$ cat config.mk
export PLATFORM = sky130hd
export DESIGN_NAME = ordered_list_append_delete_at_unit
export DESIGN_NICKNAME = d
export VERILOG_FILES = /design/src/sv/olad_pkg.sv /design/src/sv/olad_ram.sv /design/src/sv/olad_ctrl.sv /design/src/sv/olad_dp.sv /design/src/sv/ordered_list_append_delete_at_unit.sv
export SDC_FILE = /design/constraint.sdc
export NUM_CORES = 1
export LEC_CHECK = 0
export ABC_AREA = 1
export BUFFER_PORTS_ARGS = -buffer_cell sky130_fd_sc_hd__clkbuf_2
export CAP_MARGIN = 20
export CELL_PAD_IN_SITES_DETAIL_PLACEMENT = 1
export CELL_PAD_IN_SITES_GLOBAL_PLACEMENT = 1
export CORE_MARGIN = 2
export CORE_UTILIZATION = 30
export CTS_BUF_LIST = sky130_fd_sc_hd__clkbuf_4
export DETAILED_ROUTE_END_ITERATION = 10
export PLACE_DENSITY_LB_ADDON = 0.1
export SLEW_MARGIN = 10
export SYNTH_ARGS = -nofsm -noshare
export SYNTH_HDL_FRONTEND = slang
export SYNTH_SLANG_ARGS = --single-unit
export TNS_END_PERCENT = 1
$ cat constraint.sdc
create_clock -name clk_i -period 3.9 [get_ports clk_i]
set_input_delay 0.78 -clock clk_i [delete_from_list [all_inputs] [get_ports clk_i]]
set_output_delay 0.78 -clock clk_i [all_outputs]
set_load 0.005 [all_outputs]
$ cat src/sv/olad_pkg.sv
package olad_pkg;

  // Operation codes carried by opcode_i
  typedef enum logic [1:0] {
    OP_APPEND = 2'd0,
    OP_DELETE = 2'd1,
    OP_READ   = 2'd2,
    OP_COUNT  = 2'd3
  } op_e;

  // Result status codes
  typedef enum logic [1:0] {
    ST_OK     = 2'd0,
    ST_FULL   = 2'd1,
    ST_BADPOS = 2'd2
  } status_e;

  // Controller states
  typedef enum logic [1:0] {
    S_IDLE,
    S_EXEC,
    S_SHIFT,
    S_READ
  } state_e;

  // Fixed field widths
  localparam int ValueW = 32;
  localparam int PosW   = 8;
  localparam int OutCntW = 5;

  // Commands from controller to datapath
  typedef struct packed {
    logic    latch;      // capture the incoming item
    logic    append;     // write tail entry, bump count
    logic    del_start;  // set index to position - 1, fetch entry at position
    logic    shift;      // move fetched entry down one slot, fetch the next
    logic    del_done;   // drop one from the count
    logic    rd_start;   // fetch the head entry
    logic    rd_step;    // fetch the next entry
    logic    out_load;   // load the result register
    logic    out_elem;   // result carries a list element
    status_e out_status;
    logic    out_last;
  } cmd_t;

  // Status from datapath to controller
  typedef struct packed {
    op_e  op;
    logic full;
    logic bad_pos;
    logic empty;
    logic shift_more;
    logic rd_last;
    logic out_free;
  } stat_t;

endpackage

$ cat src/sv/olad_ram.sv
module olad_ram #(
  parameter int Width = 32,
  parameter int Depth = 16
) (
  input  logic                     clk_i,
  input  logic                     we_i,
  input  logic [$clog2(Depth)-1:0] waddr_i,
  input  logic [Width-1:0]         wdata_i,
  input  logic                     re_i,
  input  logic [$clog2(Depth)-1:0] raddr_i,
  output logic [Width-1:0]         rdata_o
);

  logic [Width-1:0] mem_q [Depth];
  logic [Width-1:0] rdata_q;

  // Write port
  always_ff @(posedge clk_i) begin
    if (we_i) begin
      mem_q[waddr_i] <= wdata_i;
    end
  end

  // Registered read port, holds while not enabled
  always_ff @(posedge clk_i) begin
    if (re_i) begin
      rdata_q <= mem_q[raddr_i];
    end
  end

  assign rdata_o = rdata_q;

endmodule

$ cat src/sv/olad_ctrl.sv
module olad_ctrl (
  input  logic              clk_i,
  input  logic              rst_ni,
  input  logic              in_valid_i,
  output logic              in_ready_o,
  input  olad_pkg::stat_t   stat_i,
  output olad_pkg::cmd_t    cmd_o
);

  olad_pkg::state_e state_q, state_d;

  // State register
  always_ff @(posedge clk_i or negedge rst_ni) begin
    if (!rst_ni) begin
      state_q <= olad_pkg::S_IDLE;
    end else begin
      state_q <= state_d;
    end
  end

  // Next state and commands
  always_comb begin
    state_d    = state_q;
    cmd_o      = '0;
    cmd_o.out_status = olad_pkg::ST_OK;
    in_ready_o = 1'b0;
    unique case (state_q)
      olad_pkg::S_IDLE: begin
        in_ready_o = 1'b1;
        if (in_valid_i) begin
          cmd_o.latch = 1'b1;
          state_d     = olad_pkg::S_EXEC;
        end
      end
      olad_pkg::S_EXEC: begin
        unique case (stat_i.op)
          olad_pkg::OP_DELETE: begin
            if (stat_i.bad_pos) begin
              if (stat_i.out_free) begin
                cmd_o.out_load   = 1'b1;
                cmd_o.out_status = olad_pkg::ST_BADPOS;
                cmd_o.out_last   = 1'b1;
                state_d          = olad_pkg::S_IDLE;
              end
            end else begin
              cmd_o.del_start = 1'b1;
              state_d         = olad_pkg::S_SHIFT;
            end
          end
          olad_pkg::OP_READ: begin
            if (stat_i.empty) begin
              if (stat_i.out_free) begin
                cmd_o.out_load = 1'b1;
                cmd_o.out_last = 1'b1;
                state_d        = olad_pkg::S_IDLE;
              end
            end else begin
              cmd_o.rd_start = 1'b1;
              state_d        = olad_pkg::S_READ;
            end
          end
          olad_pkg::OP_APPEND: begin
            if (stat_i.out_free) begin
              cmd_o.out_load = 1'b1;
              cmd_o.out_last = 1'b1;
              if (stat_i.full) begin
                cmd_o.out_status = olad_pkg::ST_FULL;
              end else begin
                cmd_o.append = 1'b1;
              end
              state_d = olad_pkg::S_IDLE;
            end
          end
          olad_pkg::OP_COUNT: begin
            if (stat_i.out_free) begin
              cmd_o.out_load = 1'b1;
              cmd_o.out_last = 1'b1;
              state_d        = olad_pkg::S_IDLE;
            end
          end
          default: ;
        endcase
      end
      olad_pkg::S_SHIFT: begin
        // Close the gap one entry per cycle, then report
        if (stat_i.shift_more) begin
          cmd_o.shift = 1'b1;
        end else if (stat_i.out_free) begin
          cmd_o.del_done = 1'b1;
          cmd_o.out_load = 1'b1;
          cmd_o.out_last = 1'b1;
          state_d        = olad_pkg::S_IDLE;
        end
      end
      olad_pkg::S_READ: begin
        // Emit one element per free output slot
        if (stat_i.out_free) begin
          cmd_o.out_load = 1'b1;
          cmd_o.out_elem = 1'b1;
          cmd_o.out_last = stat_i.rd_last;
          if (stat_i.rd_last) begin
            state_d = olad_pkg::S_IDLE;
          end else begin
            cmd_o.rd_step = 1'b1;
          end
        end
      end
      default: state_d = olad_pkg::S_IDLE;
    endcase
  end

endmodule

$ cat src/sv/olad_dp.sv
module olad_dp #(
  parameter int Depth = 16
) (
  input  logic                            clk_i,
  input  logic                            rst_ni,
  input  olad_pkg::cmd_t                  cmd_i,
  output olad_pkg::stat_t                 stat_o,
  input  logic [1:0]                      opcode_i,
  input  logic signed [olad_pkg::ValueW-1:0] item_value_i,
  input  logic [olad_pkg::PosW-1:0]       position_i,
  output logic                            out_valid_o,
  input  logic                            out_ready_i,
  output logic signed [olad_pkg::ValueW-1:0] element_value_o,
  output logic                            has_value_o,
  output logic [olad_pkg::OutCntW-1:0]    element_count_o,
  output logic [1:0]                      status_o,
  output logic                            last_o
);

  localparam int CntW  = $clog2(Depth + 1);
  localparam int AddrW = $clog2(Depth);

  olad_pkg::op_e               op_q;
  logic [olad_pkg::ValueW-1:0] val_q;
  logic [olad_pkg::PosW-1:0]   pos_q;
  logic [CntW-1:0]             len_q, len_d;
  logic [AddrW-1:0]            idx_q, idx_d;
  logic [CntW-1:0]             idx_nx;

  logic                        we, re;
  logic [AddrW-1:0]            waddr, raddr;
  logic [olad_pkg::ValueW-1:0] wdata, rdata;

  logic                        out_valid_q;
  logic [olad_pkg::ValueW-1:0] out_value_q;
  logic                        out_has_q;
  logic [olad_pkg::OutCntW-1:0] out_cnt_q;
  olad_pkg::status_e           out_status_q;
  logic                        out_last_q;

  // Capture the incoming item
  always_ff @(posedge clk_i) begin
    if (cmd_i.latch) begin
      op_q  <= olad_pkg::op_e'(opcode_i);
      val_q <= item_value_i;
      pos_q <= position_i;
    end
  end

  assign idx_nx = CntW'(idx_q) + CntW'(1);

  // Next count and index
  always_comb begin
    len_d = len_q;
    if (cmd_i.append) begin
      len_d = len_q + CntW'(1);
    end else if (cmd_i.del_done) begin
      len_d = len_q - CntW'(1);
    end
  end

  always_comb begin
    idx_d = idx_q;
    priority if (cmd_i.del_start) begin
      idx_d = AddrW'(pos_q - olad_pkg::PosW'(1));
    end else if (cmd_i.shift || cmd_i.rd_step) begin
      idx_d = AddrW'(idx_nx);
    end else if (cmd_i.rd_start) begin
      idx_d = '0;
    end else begin
      idx_d = idx_q;
    end
  end

  always_ff @(posedge clk_i or negedge rst_ni) begin
    if (!rst_ni) begin
      len_q <= '0;
      idx_q <= '0;
    end else begin
      len_q <= len_d;
      idx_q <= idx_d;
    end
  end

  // Memory port steering
  assign we    = cmd_i.append | cmd_i.shift;
  assign waddr = cmd_i.append ? AddrW'(len_q) : idx_q;
  assign wdata = cmd_i.append ? val_q : rdata;
  assign re    = cmd_i.del_start | cmd_i.shift | cmd_i.rd_start | cmd_i.rd_step;

  always_comb begin
    raddr = '0;
    priority if (cmd_i.del_start) begin
      raddr = AddrW'(pos_q);
    end else if (cmd_i.shift) begin
      raddr = AddrW'(CntW'(idx_q) + CntW'(2));
    end else if (cmd_i.rd_step) begin
      raddr = AddrW'(idx_nx);
    end else begin
      raddr = '0;
    end
  end

  olad_ram #(
    .Width (olad_pkg::ValueW),
    .Depth (Depth)
  ) u_ram (
    .clk_i   (clk_i),
    .we_i    (we),
    .waddr_i (waddr),
    .wdata_i (wdata),
    .re_i    (re),
    .raddr_i (raddr),
    .rdata_o (rdata)
  );

  // Result register valid flag
  always_ff @(posedge clk_i or negedge rst_ni) begin
    if (!rst_ni) begin
      out_valid_q <= 1'b0;
    end else if (cmd_i.out_load) begin
      out_valid_q <= 1'b1;
    end else if (out_ready_i) begin
      out_valid_q <= 1'b0;
    end
  end

  // Result register payload
  always_ff @(posedge clk_i) begin
    if (cmd_i.out_load) begin
      out_value_q  <= cmd_i.out_elem ? rdata : '0;
      out_has_q    <= cmd_i.out_elem;
      out_cnt_q    <= olad_pkg::OutCntW'(len_d);
      out_status_q <= cmd_i.out_status;
      out_last_q   <= cmd_i.out_last;
    end
  end

  // Status back to the controller
  assign stat_o.op         = op_q;
  assign stat_o.full       = (len_q == CntW'(Depth));
  assign stat_o.bad_pos    = (pos_q == '0) || (pos_q > olad_pkg::PosW'(len_q));
  assign stat_o.empty      = (len_q == '0);
  assign stat_o.shift_more = (idx_nx < len_q);
  assign stat_o.rd_last    = (idx_nx == len_q);
  assign stat_o.out_free   = !out_valid_q || out_ready_i;

  assign out_valid_o     = out_valid_q;
  assign element_value_o = out_value_q;
  assign has_value_o     = out_has_q;
  assign element_count_o = out_cnt_q;
  assign status_o        = out_status_q;
  assign last_o          = out_last_q;

endmodule

$ cat src/sv/ordered_list_append_delete_at_unit.sv
// Append, count, a refused delete and an empty read-out load their result in S_EXEC once the output is free.
// Delete at position p: S_EXEC fetches entry p, then S_SHIFT moves count - p entries, one per cycle through the RAM.
// Read-out: S_EXEC fetches the head, then S_READ emits one element per cycle from the RAM while the output is free.
// One item in work at a time: ready again the cycle after its last result is loaded;
// a stalled output holds off that load; the result register frees the input side early.
// Reset (rst_ni low, asynchronous) empties the list; entry storage is not cleared.
module ordered_list_append_delete_at_unit #(
  parameter int Depth = 16
) (
  input  logic                            clk_i,
  input  logic                            rst_ni,
  input  logic                            in_valid_i,
  output logic                            in_ready_o,
  input  logic [1:0]                      opcode_i,
  input  logic signed [olad_pkg::ValueW-1:0] item_value_i,
  input  logic [olad_pkg::PosW-1:0]       position_i,
  output logic                            out_valid_o,
  input  logic                            out_ready_i,
  output logic signed [olad_pkg::ValueW-1:0] element_value_o,
  output logic                            has_value_o,
  output logic [olad_pkg::OutCntW-1:0]    element_count_o,
  output logic [1:0]                      status_o,
  output logic                            last_o
);

  olad_pkg::cmd_t  cmd;
  olad_pkg::stat_t stat;

  olad_ctrl u_ctrl (
    .clk_i      (clk_i),
    .rst_ni     (rst_ni),
    .in_valid_i (in_valid_i),
    .in_ready_o (in_ready_o),
    .stat_i     (stat),
    .cmd_o      (cmd)
  );

  olad_dp #(
    .Depth (Depth)
  ) u_dp (
    .clk_i           (clk_i),
    .rst_ni          (rst_ni),
    .cmd_i           (cmd),
    .stat_o          (stat),
    .opcode_i        (opcode_i),
    .item_value_i    (item_value_i),
    .position_i      (position_i),
    .out_valid_o     (out_valid_o),
    .out_ready_i     (out_ready_i),
    .element_value_o (element_value_o),
    .has_value_o     (has_value_o),
    .element_count_o (element_count_o),
    .status_o        (status_o),
    .last_o          (last_o)
  );

`ifndef ASSERT_OFF
  // Non-element results always close their item
  a_single_last: assert property (@(posedge clk_i) disable iff (!rst_ni)
    out_valid_o && !has_value_o |-> last_o)
    else $error("non-element result without last");

  // Elements only come from a read-out, which never fails
  a_elem_ok: assert property (@(posedge clk_i) disable iff (!rst_ni)
    out_valid_o && has_value_o |-> status_o == olad_pkg::ST_OK)
    else $error("element result with error status");

  // A full refusal reports a full list
  a_full_count: assert property (@(posedge clk_i) disable iff (!rst_ni)
    out_valid_o && status_o == olad_pkg::ST_FULL |->
      element_count_o == olad_pkg::OutCntW'(Depth))
    else $error("full status with wrong count");

  // The block is busy right after taking an item
  a_busy: assert property (@(posedge clk_i) disable iff (!rst_ni)
    in_valid_i && in_ready_o |=> !in_ready_o)
    else $error("item taken while busy");
`endif

endmodule
Yosys cells after proc, flatten, opt, wreduce, memory -nomap -nowiden
Memories as Yosys holds them, arrays and structs flattened. A register that Yosys moved wholly into a read port is not among the register bits. Index checks and enable logic that the tools add are counted.

Bits in registers: 95. Bits in writable memories: 512. Output and inout port bits: 43. Logic and storage cells: 103. Memories kept: 1.

Memory list: u_dp.u_ram.mem_q (depth 16, bits a word 32, rd ports 1, clocked after Yosys merged registers in 1, wr ports 1, line olad_ram.sv:14) `logic [Width-1:0] mem_q [Depth];`.

Add/subtract/negate cells: 5. Magnitude comparators: 2. Equality and inequality tests: 12. Mux-type cells: 55. Bitwise logic cells: 4. Reductions and logical operators: 12.

Operator list (number): $mux W32 (1); $mux W4 (7); $mux W1 (25); $mux W2 (9); $mux W3 (4); $mux W5 (2); $pmux W1 S3 (3); $eq A2 B2 Y1 const B (4); $gt A8 B5 Y1 (1); $logic_not A8 Y1 (1); $pmux W2 S4 (1); $ne A2 B2 Y1 const B (3); $pmux W2 S3 (1); $add A4 B1 Y5 const B (1); $add A5 B1 Y5 const B (1); $eq A5 B5 Y1 (1); $eq A5 B5 Y1 const B (1); $logic_not A5 Y1 (1); $lt A5 B5 Y1 (1); $sub A5 B1 Y5 const B (1); $add A4 B2 Y4 const B (1); $eq A2 B1 Y1 const B (2); $logic_not A2 Y1 (2); $or A1 B1 Y1 (4); 10 further kinds (12).

Logic depth before layout (Yosys ltp)
Gate-level depths: netlist (run 1).

Depth in word-level cells: 8. Depth in mapped cells: 21. Depth with buffers taken out: 19.

Cells and area by module
From an unflattened synthesis (run 1), not the netlist that was laid out.

Cell total of the unflattened synthesis: 2602. Area, all modules: 27706.6 um^2.

Modules (own cells, without submodules): olad_ram (times used 1, cells each 2120, area an instance 23050.9 um^2); olad_dp (times used 1, cells each 413, area an instance 4229.1 um^2); olad_ctrl (times used 1, cells each 69, area an instance 426.7 um^2).

Least setup slack after synthesis (run 1)
Ideal clock, no wire load.

Path type: register -> register. Start point: reg u_dp.idx_q[1]. End point: mem u_dp.u_ram.mem_q[13][0], enable pin. Arrival time: 3.414 ns. Required time: 3.479 ns. Path slack: 0.065 ns. Stages on the path, launching flop included: 13. Path buffers: 0. Clock period less this slack: 3.835 ns. Path through: dfrtp_1 > ha_1 > or2_2 > o211ai_1 > inv_1 > ha_1 > nand2_1 > a21oi_1 > nor2_1 > nand3_2 > nand2_1 > nand3_1 > nor2_1.

Cells in the longest elaborated chain, start to end: 7.

Ends and longest elaborated chain: start: declaration (line olad_dp.sv:27) `logic [AddrW-1:0] idx_q, idx_d;`; start signal: assignment (line olad_dp.sv:81) `idx_q <= idx_d;`; $add A4 B1 Y5 (line olad_dp.sv:50) `assign idx_nx = CntW'(idx_q) + CntW'(1);`; $lt A5 B5 Y1 (line olad_dp.sv:144) `assign stat_o.shift_more = (idx_nx < len_q);`; $mux W1 (line olad_ctrl.sv:86) `if (stat_i.shift_more) begin`; $mux W2 (line olad_ctrl.sv:27) `unique case (state_q)`; $or A1 B1 Y1 (line olad_dp.sv:86) `assign we = cmd_i.append | cmd_i.shift;`; $mux W1 (line olad_ram.sv:19) `if (we_i) begin`; $mux W1 (not written as such) (line olad_ram.sv:20) `mem_q[waddr_i] <= wdata_i;`; end: declaration (line olad_ram.sv:14).

Parallel ways exist; a longest one is shown, timed or not.

Worst setup path in the final report (run 1)
Start point: reg u_dp.idx_q[1]. End point: reg u_dp.u_ram.rdata_q[23], in the netlist u_dp.u_ram.rdata_o[23] (read register of u_dp.u_ram.mem_q) (data pin).

Cells in the longest elaborated chain, start to end: 8.

Ends and longest elaborated chain: parallel branches: the longest is 8 deep, another holds $add A4 B1 Y5; end: declaration (line olad_ram.sv:15) `logic [Width-1:0] rdata_q;`.

Parallel ways; which one is timed is not known. A chain may end at the register's enable or synchronous reset.

==> results of run 1 <==
-- kinds of logic (layout without fill, tap and decap cells) --
group                      after synthesis  count (layout)
buffers and inverters                  413             848
other                                    0               4
DFF                                    639             639
adders and majority gates               19              19
xor gates and xnor gates                 7               7
and+or+nand+nor                       1309            1310
AOI/OAI and AO/OA                       66              66
-- metal layers --
metal	share of wire	up-vias	global-route usage
li1	-	9112	-
met1	0.47	9849	0.248
met2	0.48	346	0.310
met3	0.035	132	0.0360
met4	0.021	0	0.0636
met5	0	-	0
-- worst reg2reg max path: stages (launching register included) --
cell and delay [ns]:
dfrtp_1 0.42, ha_1 0.23, or2_2 0.31, o211ai_1 0.12, inv_1 0.09, ha_1 0.28, nand2_1 0.06, inv_1 0.08
nand4_1 0.16, nand3_2 0.20, o21ai_0 0.11, nand2_1 0.16, nand2_8 0.14, nand2_8 0.27, buf_12 0.23, nand2_1 0.10
nand3_1 0.08, nand3_1 0.14, nand3_1 0.14, nand2_1 0.06
-- worst max-delay path by stage --
stage | startpoint | endpoint | slack [ns] | cells after the start
after floorplan | u_dp.idx_q[1]$_DFFE_PN0P_ | u_dp.u_ram.mem_q[13][0]$_DFFE_PP_ | 0.06 | 12
after global placement | u_dp.idx_q[1]$_DFFE_PN0P_ | u_dp.u_ram.rdata_o[6]$_DFFE_PP_ | 0.25 | 20
after detailed placement | u_dp.idx_q[1]$_DFFE_PN0P_ | u_dp.u_ram.rdata_o[15]$_DFFE_PP_ | 0.12 | 19
after CTS | u_dp.idx_q[2]$_DFFE_PN0P_ | u_dp.u_ram.rdata_o[15]$_DFFE_PP_ | 0.11 | 19
after global routing | u_dp.idx_q[1]$_DFFE_PN0P_ | u_dp.u_ram.rdata_o[11]$_DFFE_PP_ | -0.02 | 19
final | u_dp.idx_q[1]$_DFFE_PN0P_ | u_dp.u_ram.rdata_o[23]$_DFFE_PP_ | 0.29 | 19
-- registers in the layout (all words and copies together), names as in the netlist --
name,flops
u_dp.idx_q,4
u_dp.element_value_o,32
u_dp.len_q,5
u_dp.has_value_o,1
u_dp.out_valid_o,1
u_dp.last_o,1
u_dp.u_ram.rdata_o,32
u_dp.u_ram.mem_q,512
u_dp.val_q,32
u_dp.status_o,2
u_dp.pos_q,8
u_dp.op_q,2
u_dp.element_count_o,5
u_ctrl.state_q,2
-- per-stage QoR --
stage	hold WS, ns	area (um^2)	std cells
3_5_place_dp	0.475	30200	3700
6_report	0.178	33100	4079
4_1_cts	0.0464	33000	4067
2_1_floorplan	0.454	27600	2453
5_1_grt	0.0959	33100	4079
3_3_place_gp	0.485	30200	3700
-- what timing repair did --
action | 4_1_cts | 5_1_grt
hold buffers | 44 | 0
buffers inserted | 0 | 6
resized for setup | 0 | 5
endpoints found under the setup margin | 0 | 44
hold endpoints to repair | 55 | 0
-- synthesized netlist by cell type (all sizes together) --
cell type,count
o21ai,46
nand3,528
nor4,1
o32ai,1
nor2,75
a31oi,1
buf,106
xnor2,1
clkbuf,36
inv,270
nor3,5
a21o,1
ha,19
o31ai,1
dfrtp,12
edfxtp,627
a21oi,5
nor3b,1
nand2,626
o221ai,2
o211ai,6
xor2,6
nand4,8
o22ai,1
clkinv,1
a41oi,1
or2,1
a211oi,1
nand3b,64
-- area by class of cell --
cell class | instances | area (um^2)
Multi-Input combinational cell | 1402 | 6800
Sequential cell | 639 | 19100
Clock inverter | 43 | 240
Inverter | 271 | 1020
Tap cell | 1186 | 1480
Fill cell | 10130 | 58300
Clock buffer | 280 | 2100
Antenna cell | 4 | 10.0
Timing Repair Buffer | 254 | 2300
-- power by group through the flow --
stage | clock network, mW | registers [mW] | logic [mW]
after floorplan | 0 | 10.4 | 7.99
after global placement | 0 | 10.4 | 13.1
after detailed placement | 0 | 10.4 | 13.3
after CTS | 6.62 | 10.3 | 13.4
after global routing | 6.94 | 10.4 | 14.9
final | 6.33 | 10.3 | 13.3
==> run metrics, run 1 <==
routed vias around 20000; cell taking the most area after synthesis edfxtp_1; Worst Path Max Fanout 26; crit path cell chain ha_1 -> or2_2 -> o211ai_1 -> inv_1 -> ha_1 -> nand2_1 -> inv_1 -> nand4_1 -> nand3_2 -> o21ai_0 -> nand2_1 -> nand2_8 -> nand2_8 -> buf_12 -> nand2_1 -> nand3_1 -> nand3_1 -> nand3_1 -> nand2_1; xor/xnor share of the synthesized area 0.00222; Tightest Pin Transition about 0.81 ns; post-synthesis simple-gate area fraction 0.215; FF+latch count, synth between 600 and 700; worst r2r src u_dp.idx_q[1]$_DFFE_PN0P_; core area roughly 90000 um^2; # DRC 0; Nets about 2800; DR pass1 iterations 5; internal power consumption 17.4 mW; register area share after synthesis 0.694; Clk pin slew, worst setup/hold paths 0.06 ns; FF-to-FF End u_dp.u_ram.rdata_o[23]$_DFFE_PP_; setup ws final about 0.29 ns; initial antenna violation count 2; global placer's final weighted congestion 0.743; width of the die 307 um; R2R depth 19; drt wl/cell around 21 um; critical path arrival 4.40 ns; sw frac 0.419; post-route setup TNS 0 ns; NetSw 12.5 mW; clock buffer depth 3; Clock Sinks 639; synthesized net count between 2000 and 3000; RSZ-0062 raised after global routing yes; # setup viols final 0; CTS Buf Count 184; Cell Pwr Density ~900 nW/um^2; crit start category flop; vias per cell 4.77; Crit-path slowest cell dfrtp_1; Flop pwr share 0.345; adder-cell area share of the yosys netlist 0.00863; pin count of the biggest net entering global routing 90; P_leak 13.3 nW; largest family of logic cells by synthesized area simple AND/OR/NAND/NOR gates; HPWL after DPL around 47000 um; Comb pwr share 0.444; max-slew violation count 0; critical path type flop to flop; Initial Util 0.302; Synth Area in Compound Gates 0.0136; die area about 94000 um^2; post-place setup slack around 0.12 ns; # rows around 110; CP required around 4.7 ns; most common library cell in the layout ignoring fill and taps edfxtp_1; Final min period around 3.6 ns; first-pass GRT wire length 131000 um; Clock Skews 0.0597 ns; synth-to-layout area growth 20.0%; Syn Inst Count 2453; 1st-iter DRT viols about 1000; CP top delay family simple AND/OR/NAND/NOR gates; Clock Latency Late Sink approximately 1.0 ns; VDD IR-drop max 0.526 mV; Buffers & Inverters on Critical Path 3; final core utilization 0.362; status completed; total gr overflow 0; worst min-delay path category input port to async pin; Worst path most repeated cell nand2_1; Final Hold Vio Count 0; # Max-Cap Violations 0; top cell type's share of synthesized area 0.683; IO Count slightly below 90; CTS root buf clkbuf_4; Setup crit end kind flop; clock power share 0.212; commonest cells after routing, fill and taps aside edfxtp_1, nand2_1, nand3_1; total power approximately 30 mW; WL final 87600 um; Syn Area/Cell between 10 and 15 um^2; share of cells above drive strength 1 0.190; Die Height 307 um; CP peak stage delay 0.42 ns; CTS tree yes; synthesized cell area about 28000 um^2; H-tree depth 4; Rel. slew slack 0.456; mux cell area share after synthesis 0; GR Util All Layers 0.188; PortBufs 88; ANT nets after route 0; synth top area cells edfxtp_1, nand3_1, nand2_1; vias in the first global route around 21000; period utilization 0.927; distinct cell type count after synthesis 41; Yosys Warn Count 0; R2R Setup Slk about 0.29 ns; fmax ~0.28 GHz
Note: power is estimated with default switching activity, not from simulation.
==> run 2, diff against run 1 <==
- BUFFER_PORTS_ARGS: -buffer_cell sky130_fd_sc_hd__clkbuf_2 -> default
- DONT_BUFFER_PORTS: default -> 1
- SKIP_CTS_REPAIR_TIMING: default -> 1
==> run metrics, run 2 (synthesis gave the netlist of run 1 again) <==
Clk pin slew, worst setup/hold paths about 0.070 ns; crit start category flop; Final Hold Vio Count 0; global placer's final weighted congestion just under 0.8; hold_ws 0.166 ns; internal power consumption 17.3 mW; core area about 91000 um^2; status completed; Cell Pwr Density a little over 900 nW/um^2; Initial Util 0.302; clock buffer depth 3; vias in the first global route around 20000; Tightest Pin Transition about 0.84 ns; pin count of the biggest net entering global routing 77; vias per cell roughly 4.8; max reg flops approximately 510; synth-to-layout area growth 18.5%; crit path cell chain ha_1 -> or2_2 -> o211ai_1 -> inv_1 -> ha_1 -> nand2_1 -> a21oi_1 -> nor2_1 -> nand3_2 -> buf_4 -> nand2_1 -> o211ai_1 -> o21ai_4 -> buf_4 -> nand3_1 -> nand2_1; share of cells above drive strength 1 0.161; CP peak stage delay between 0.4 and 0.5 ns; CP required between 4 and 5 ns; Die Height just over 300 um; CTS Buf Count roughly 190; Crit-path slowest cell dfrtp_1; drt wl/cell 21.7 um; non-filler cells, final around 4000; PortBufs 0; initial antenna violation count 2; WL final 86700 um; Final min period around 3.7 ns; H-tree depth 4; IO Count 89; CTS tree yes; die area between 90000 and 100000 um^2; VDD IR-drop max 0.639 mV; Comb pwr share 0.436; routed vias 19012; sw frac 0.420; commonest cells after routing, fill and taps aside edfxtp_1, nand2_1, nand3_1; width of the die approximately 310 um; total gr overflow 0; clock power share 0.217; # Max-Cap Violations 0; critical path type flop to flop; Worst Path Max Fanout 13; Clock Skews approximately 0.06 ns; fmax approximately 0.27 GHz; period utilization 0.947; placed instance count 3600; DR pass1 iterations 5; HPWL after DPL ~46000 um; Nets 2719; Flop pwr share 0.347; worst min-delay path category input port to flop; Rel. slew slack 0.441; Setup crit end kind flop; 1st-iter DRT viols 924; NetSw roughly 13 mW; CTS root buf clkbuf_4; max-slew violation count 0; # rows 111; critical path arrival 4.57 ns; Clock Latency Late Sink ~1.0 ns; # DRC 0; Worst path most repeated cell nand2_1; # setup viols final 0; first-pass GRT wire length 129000 um; P_leak around 13 nW; Clock Sinks between 600 and 700; GR Util All Layers 0.185; ANT nets after route 0; Reg with most FFs u_dp.u_ram.mem_q; most common library cell in the layout ignoring fill and taps edfxtp_1
-- run 2: changes by cell type in the layout (fill, tap and decap cells not counted), sizes merged --
cell,delta
clkinv,+12
clkinvlp,-1
inv,-2
buf,-13
diode,+3
bufinv,+1
clkbuf,-86
-- run 2: final timing paths --
| path | startpoint | end | slack (ns) | cells past startpoint |
|---|---|---|---|---|
| max reg2reg | u_dp.idx_q[2]$_DFFE_PN0P_ | u_dp.u_ram.rdata_o[30]$_DFFE_PP_ | 0.21 | 16 |
| min reg2reg | u_dp.len_q[2]$_DFF_PN0_ | u_dp.len_q[2]$_DFF_PN0_ | 0.49 | 1 |
| min in group asynchronous | rst_ni | u_dp.len_q[0]$_DFF_PN0_ | 0.23 | 1 |
| min | out_ready_i | u_ctrl.state_q[1]$_DFFE_PN0P_ | 0.17 | 4 |
| max in group asynchronous | rst_ni | u_dp.idx_q[0]$_DFFE_PN0P_ | 3.21 | 1 |
| max | u_dp.idx_q[2]$_DFFE_PN0P_ | u_dp.u_ram.rdata_o[30]$_DFFE_PP_ | 0.21 | 16 |
-- run 2: final cells by class --
| class | instances | area (um^2) |
|---|---|---|
| diodes | 7 | 17.5 |
| clock buffers | 282 | 2120 |
| clock inverters | 53 | 302 |
| fillers | 10075 | 58700 |
| inverters | 271 | 1020 |
| multi-input cells | 1402 | 6800 |
| flip-flops and latches | 639 | 19100 |
| well taps | 1186 | 1480 |
| repair buffers | 153 | 1800 |
-- run 2: critical path: cells and delay by family, from the launching register on --
family | cells | cell delay, ns
and+or+nand+nor | 7 | 1.26
AOI/OAI and AO/OA | 4 | 0.61
adders and majority gates | 2 | 0.51
buffers and inverters | 3 | 0.70
DFF | 1 | 0.45
-- run 2: layer usage --
metal	track usage	share of wire
met5	0	0
met4	0.0623	0.022
met3	0.0371	0.037
met2	0.308	0.48
met1	0.241	0.46
-- run 2: power groups by stage --
stage          logic [mW]  registers (mW)  clock network, mW
6_report             13.0            10.4               6.47
5_1_grt              14.6            10.5               7.10
4_1_cts              13.2            10.4               6.76
3_5_place_dp         13.1            10.5                  0
3_3_place_gp         13.0            10.5                  0
2_1_floorplan        7.99            10.4                  0
-- run 2: metrics by stage --
stage	utilization	worst slack [ns]	TNS, ns	area [um^2]	total power, mW
after floorplan	-	0.0649	0	27600	18.4
after global placement	0.325	0.275	0	29700	23.5
after detailed placement	0.325	0.206	0	29700	23.6
after CTS	0.351	0.149	0	32100	30.3
after global routing	0.357	-0.0173	-0.0173	32700	32.2
final	0.357	0.205	0	32700	29.8
==> run 3, diff against run 2 <==
- ABC_AREA: 1 -> 0
==> run metrics, run 3 <==
placed instance count about 2700; main flop type after synthesis edfxtp_1; CP peak stage delay between 0.5 and 0.6 ns; Worst path most repeated cell ha_1; # Max-Cap Violations 0; cell taking the most area after synthesis edfxtp_1; crit start category flop; P_leak between 10 and 15 nW; Clk pin slew, worst setup/hold paths about 0.060 ns; worst r2r src u_dp.idx_q[1]$_DFFE_PN0P_; Finished Cell Area between 30000 and 40000 um^2; FF+latch count, synth 639; VDD IR-drop max roughly 0.38 mV; Reg with most FFs u_dp.u_ram.mem_q; Tightest Pin Transition between 1 and 1.5 ns; total gr overflow 0; most frequent cell after synthesis edfxtp_1; DR pass1 iterations 5; crit path cell chain buf_4 -> ha_1 -> and3_1 -> ha_1 -> and3_2 -> o21ai_2 -> and3_4 -> a22o_1 -> nor2_2 -> nor3_4 -> buf_12 -> a32o_1 -> nor4_2; Hold Startpoint out_ready_i; Seq. cell area 19100 um^2; initial antenna violation count 4; # setup viols final 0; core area 83600 um^2; CP startpoint u_dp.idx_q[1]$_DFFE_PN0P_; Syn Area/Cell 15.8 um^2; H-tree depth 4; register area share after synthesis 0.756; synth-to-layout area growth 19.3%; Clock Skews ~0.074 ns; worst min-delay path category input port to flop; commonest cells after routing, fill and taps aside edfxtp_1, nand2_1, clkbuf_4; share of cells above drive strength 1 0.218; max-slew violation count 0; critical path type flop to flop; Placement Cell Area between 20000 and 30000 um^2; most common library cell in the layout ignoring fill and taps edfxtp_1; synthesized net count ~1700; Setup crit end kind flop; Final Hold Vio Count 0; global placer's final weighted congestion around 0.78; Die Height about 290 um; CTS Buf Count around 180; Nets ~1900; RSZ-0062 raised after global routing no; GR Util All Layers 0.182; distinct cell type count after synthesis 67; Post-synth ARST share 0.0188; CP top delay family simple AND/OR/NAND/NOR gates; IO Count 89; drt wl/cell around 25 um; Post-synth EDFFs roughly 630; vias in the first global route roughly 16000; footprint of the multi-input gates ~5800 um^2; die area slightly below 90000 um^2; Worst Path Max Fanout 25; CP required 4.74 ns; # rows 106; Buffers & Inverters on Critical Path 2; non-filler cells, final between 3000 and 4000; clock buffer depth 3; Crit-path slowest cell nor2_2; CTS root buf clkbuf_4; pin count of the biggest net entering global routing slightly below 50; CTS tree yes; ANT nets after route 0; first-pass GRT wire length approximately 110000 um; routed vias approximately 15000; HPWL after DPL around 43000 um; post-route setup TNS 0 ns; top cell type's share of synthesized area 0.744; period utilization 0.961; critical path arrival approximately 4.6 ns; Initial Util 0.303; Clock Sinks between 600 and 700; Final min period approximately 3.7 ns; PortBufs 0; Cell Pwr Density roughly 740 nW/um^2; Fill cells roughly 8600; Rel. slew slack 0.280; synth top area cells edfxtp_1, nand2_1, mux2i_1; 1st-iter DRT viols about 1000; width of the die 294 um; Clock Latency Late Sink 1.06 ns; Syn Inst Count between 1500 and 2000; # DRC 0; status completed; fmax between 0.2 and 0.3 GHz; WL final roughly 78000 um; Post-synth top cells edfxtp_1, nand2_1, mux2i_1; Yosys Warn Count 0; max reg flops a little over 500; synthesized cell area about 25000 um^2; vias per cell roughly 4.9
-- run 3: cell count changes after synthesis, sizes merged, moves of 40 or more --
cell / before / now
a32oi: 0 / 122
buf: 106 / 66
inv: 270 / 17
mux2i: 0 / 127
nand2: 626 / 359
nand3: 528 / 13
nand3b: 64 / 0
nor2: 75 / 29
-- run 3: path summary, 6_finish.rpt --
path	to	slack [ns]	depth (start not counted)
hold / removal	u_ctrl.state_q[0]$_DFFE_PN0P_	0.12	3
min in group asynchronous	u_dp.len_q[3]$_DFF_PN0_	0.25	1
setup reg to reg	u_dp.u_ram.rdata_o[30]$_DFFE_PP_	0.15	13
setup / recovery	u_dp.u_ram.rdata_o[30]$_DFFE_PP_	0.15	13
max in group asynchronous	u_dp.idx_q[0]$_DFFE_PN0P_	3.15	1
hold reg to reg	u_dp.element_value_o[27]$_SDFFCE_PN0P_	0.56	1
-- run 3: per-stage QoR --
step	total power [mW]	utilization	setup slack [ns]	hold slack [ns]
finish	22.4	0.361	0.153	0.117
global route	23.7	0.361	0.0155	0.0746
CTS	22.8	0.356	0.140	-0.719
detailed placement	16.3	0.327	0.104	0.485
global placement	16.2	0.327	0.179	0.485
floorplan	13.6	-	-0.181	0.484
-- run 3: where the power goes --
| group | internal (mW) | switching (mW) | leakage, nW |
|---|---|---|---|
| clock network | 3.39 | 2.98 | 1.40 |
| logic | 1.76 | 4.19 | 3.24 |
| registers | 9.64 | 0.425 | 5.84 |
| total | 14.8 | 7.59 | 10.5 |
-- run 3: layout make-up --
class | instances | share of cell area
diodes | 6 | 0.000497
clock buffers | 272 | 0.0676
clock inverters | 58 | 0.0114
inverters | 17 | 0.00211
multi-input cells | 860 | 0.192
flip-flops and latches | 639 | 0.633
well taps | 1080 | 0.0447
repair buffers | 125 | 0.0481
-- run 3: worst reg2reg max path: stages (launching register included) --
cell	delay, ns
dfrtp_1	0.38
buf_4	0.17
ha_1	0.24
and3_1	0.21
ha_1	0.29
and3_2	0.22
o21ai_2	0.08
and3_4	0.21
a22o_1	0.28
nor2_2	0.53
nor3_4	0.13
buf_12	0.23
a32o_1	0.28
nor4_2	0.33
-- run 3: cells by family (layout without fill, tap and decap cells) --
group,Yosys count,count (layout),share of synthesized area
adder cells (fa/ha/maj),19,19,0.00939
XOR/XNOR,9,9,0.00311
other,0,6,0
flip-flops,639,639,0.756
AO/OA/AOI/OAI,191,191,0.0612
multiplexers,128,128,0.0512
buffers and inverters,99,472,0.0215
AND/OR/NAND/NOR,513,513,0.0980
-- run 3: routing by layer --
metal	global-route usage	part of all wire	vias up
met4	0.0778	0.028	0
li1	-	-	6786
met2	0.291	0.47	351
met1	0.239	0.46	7815
met3	0.0389	0.039	145
met5	0	0	-
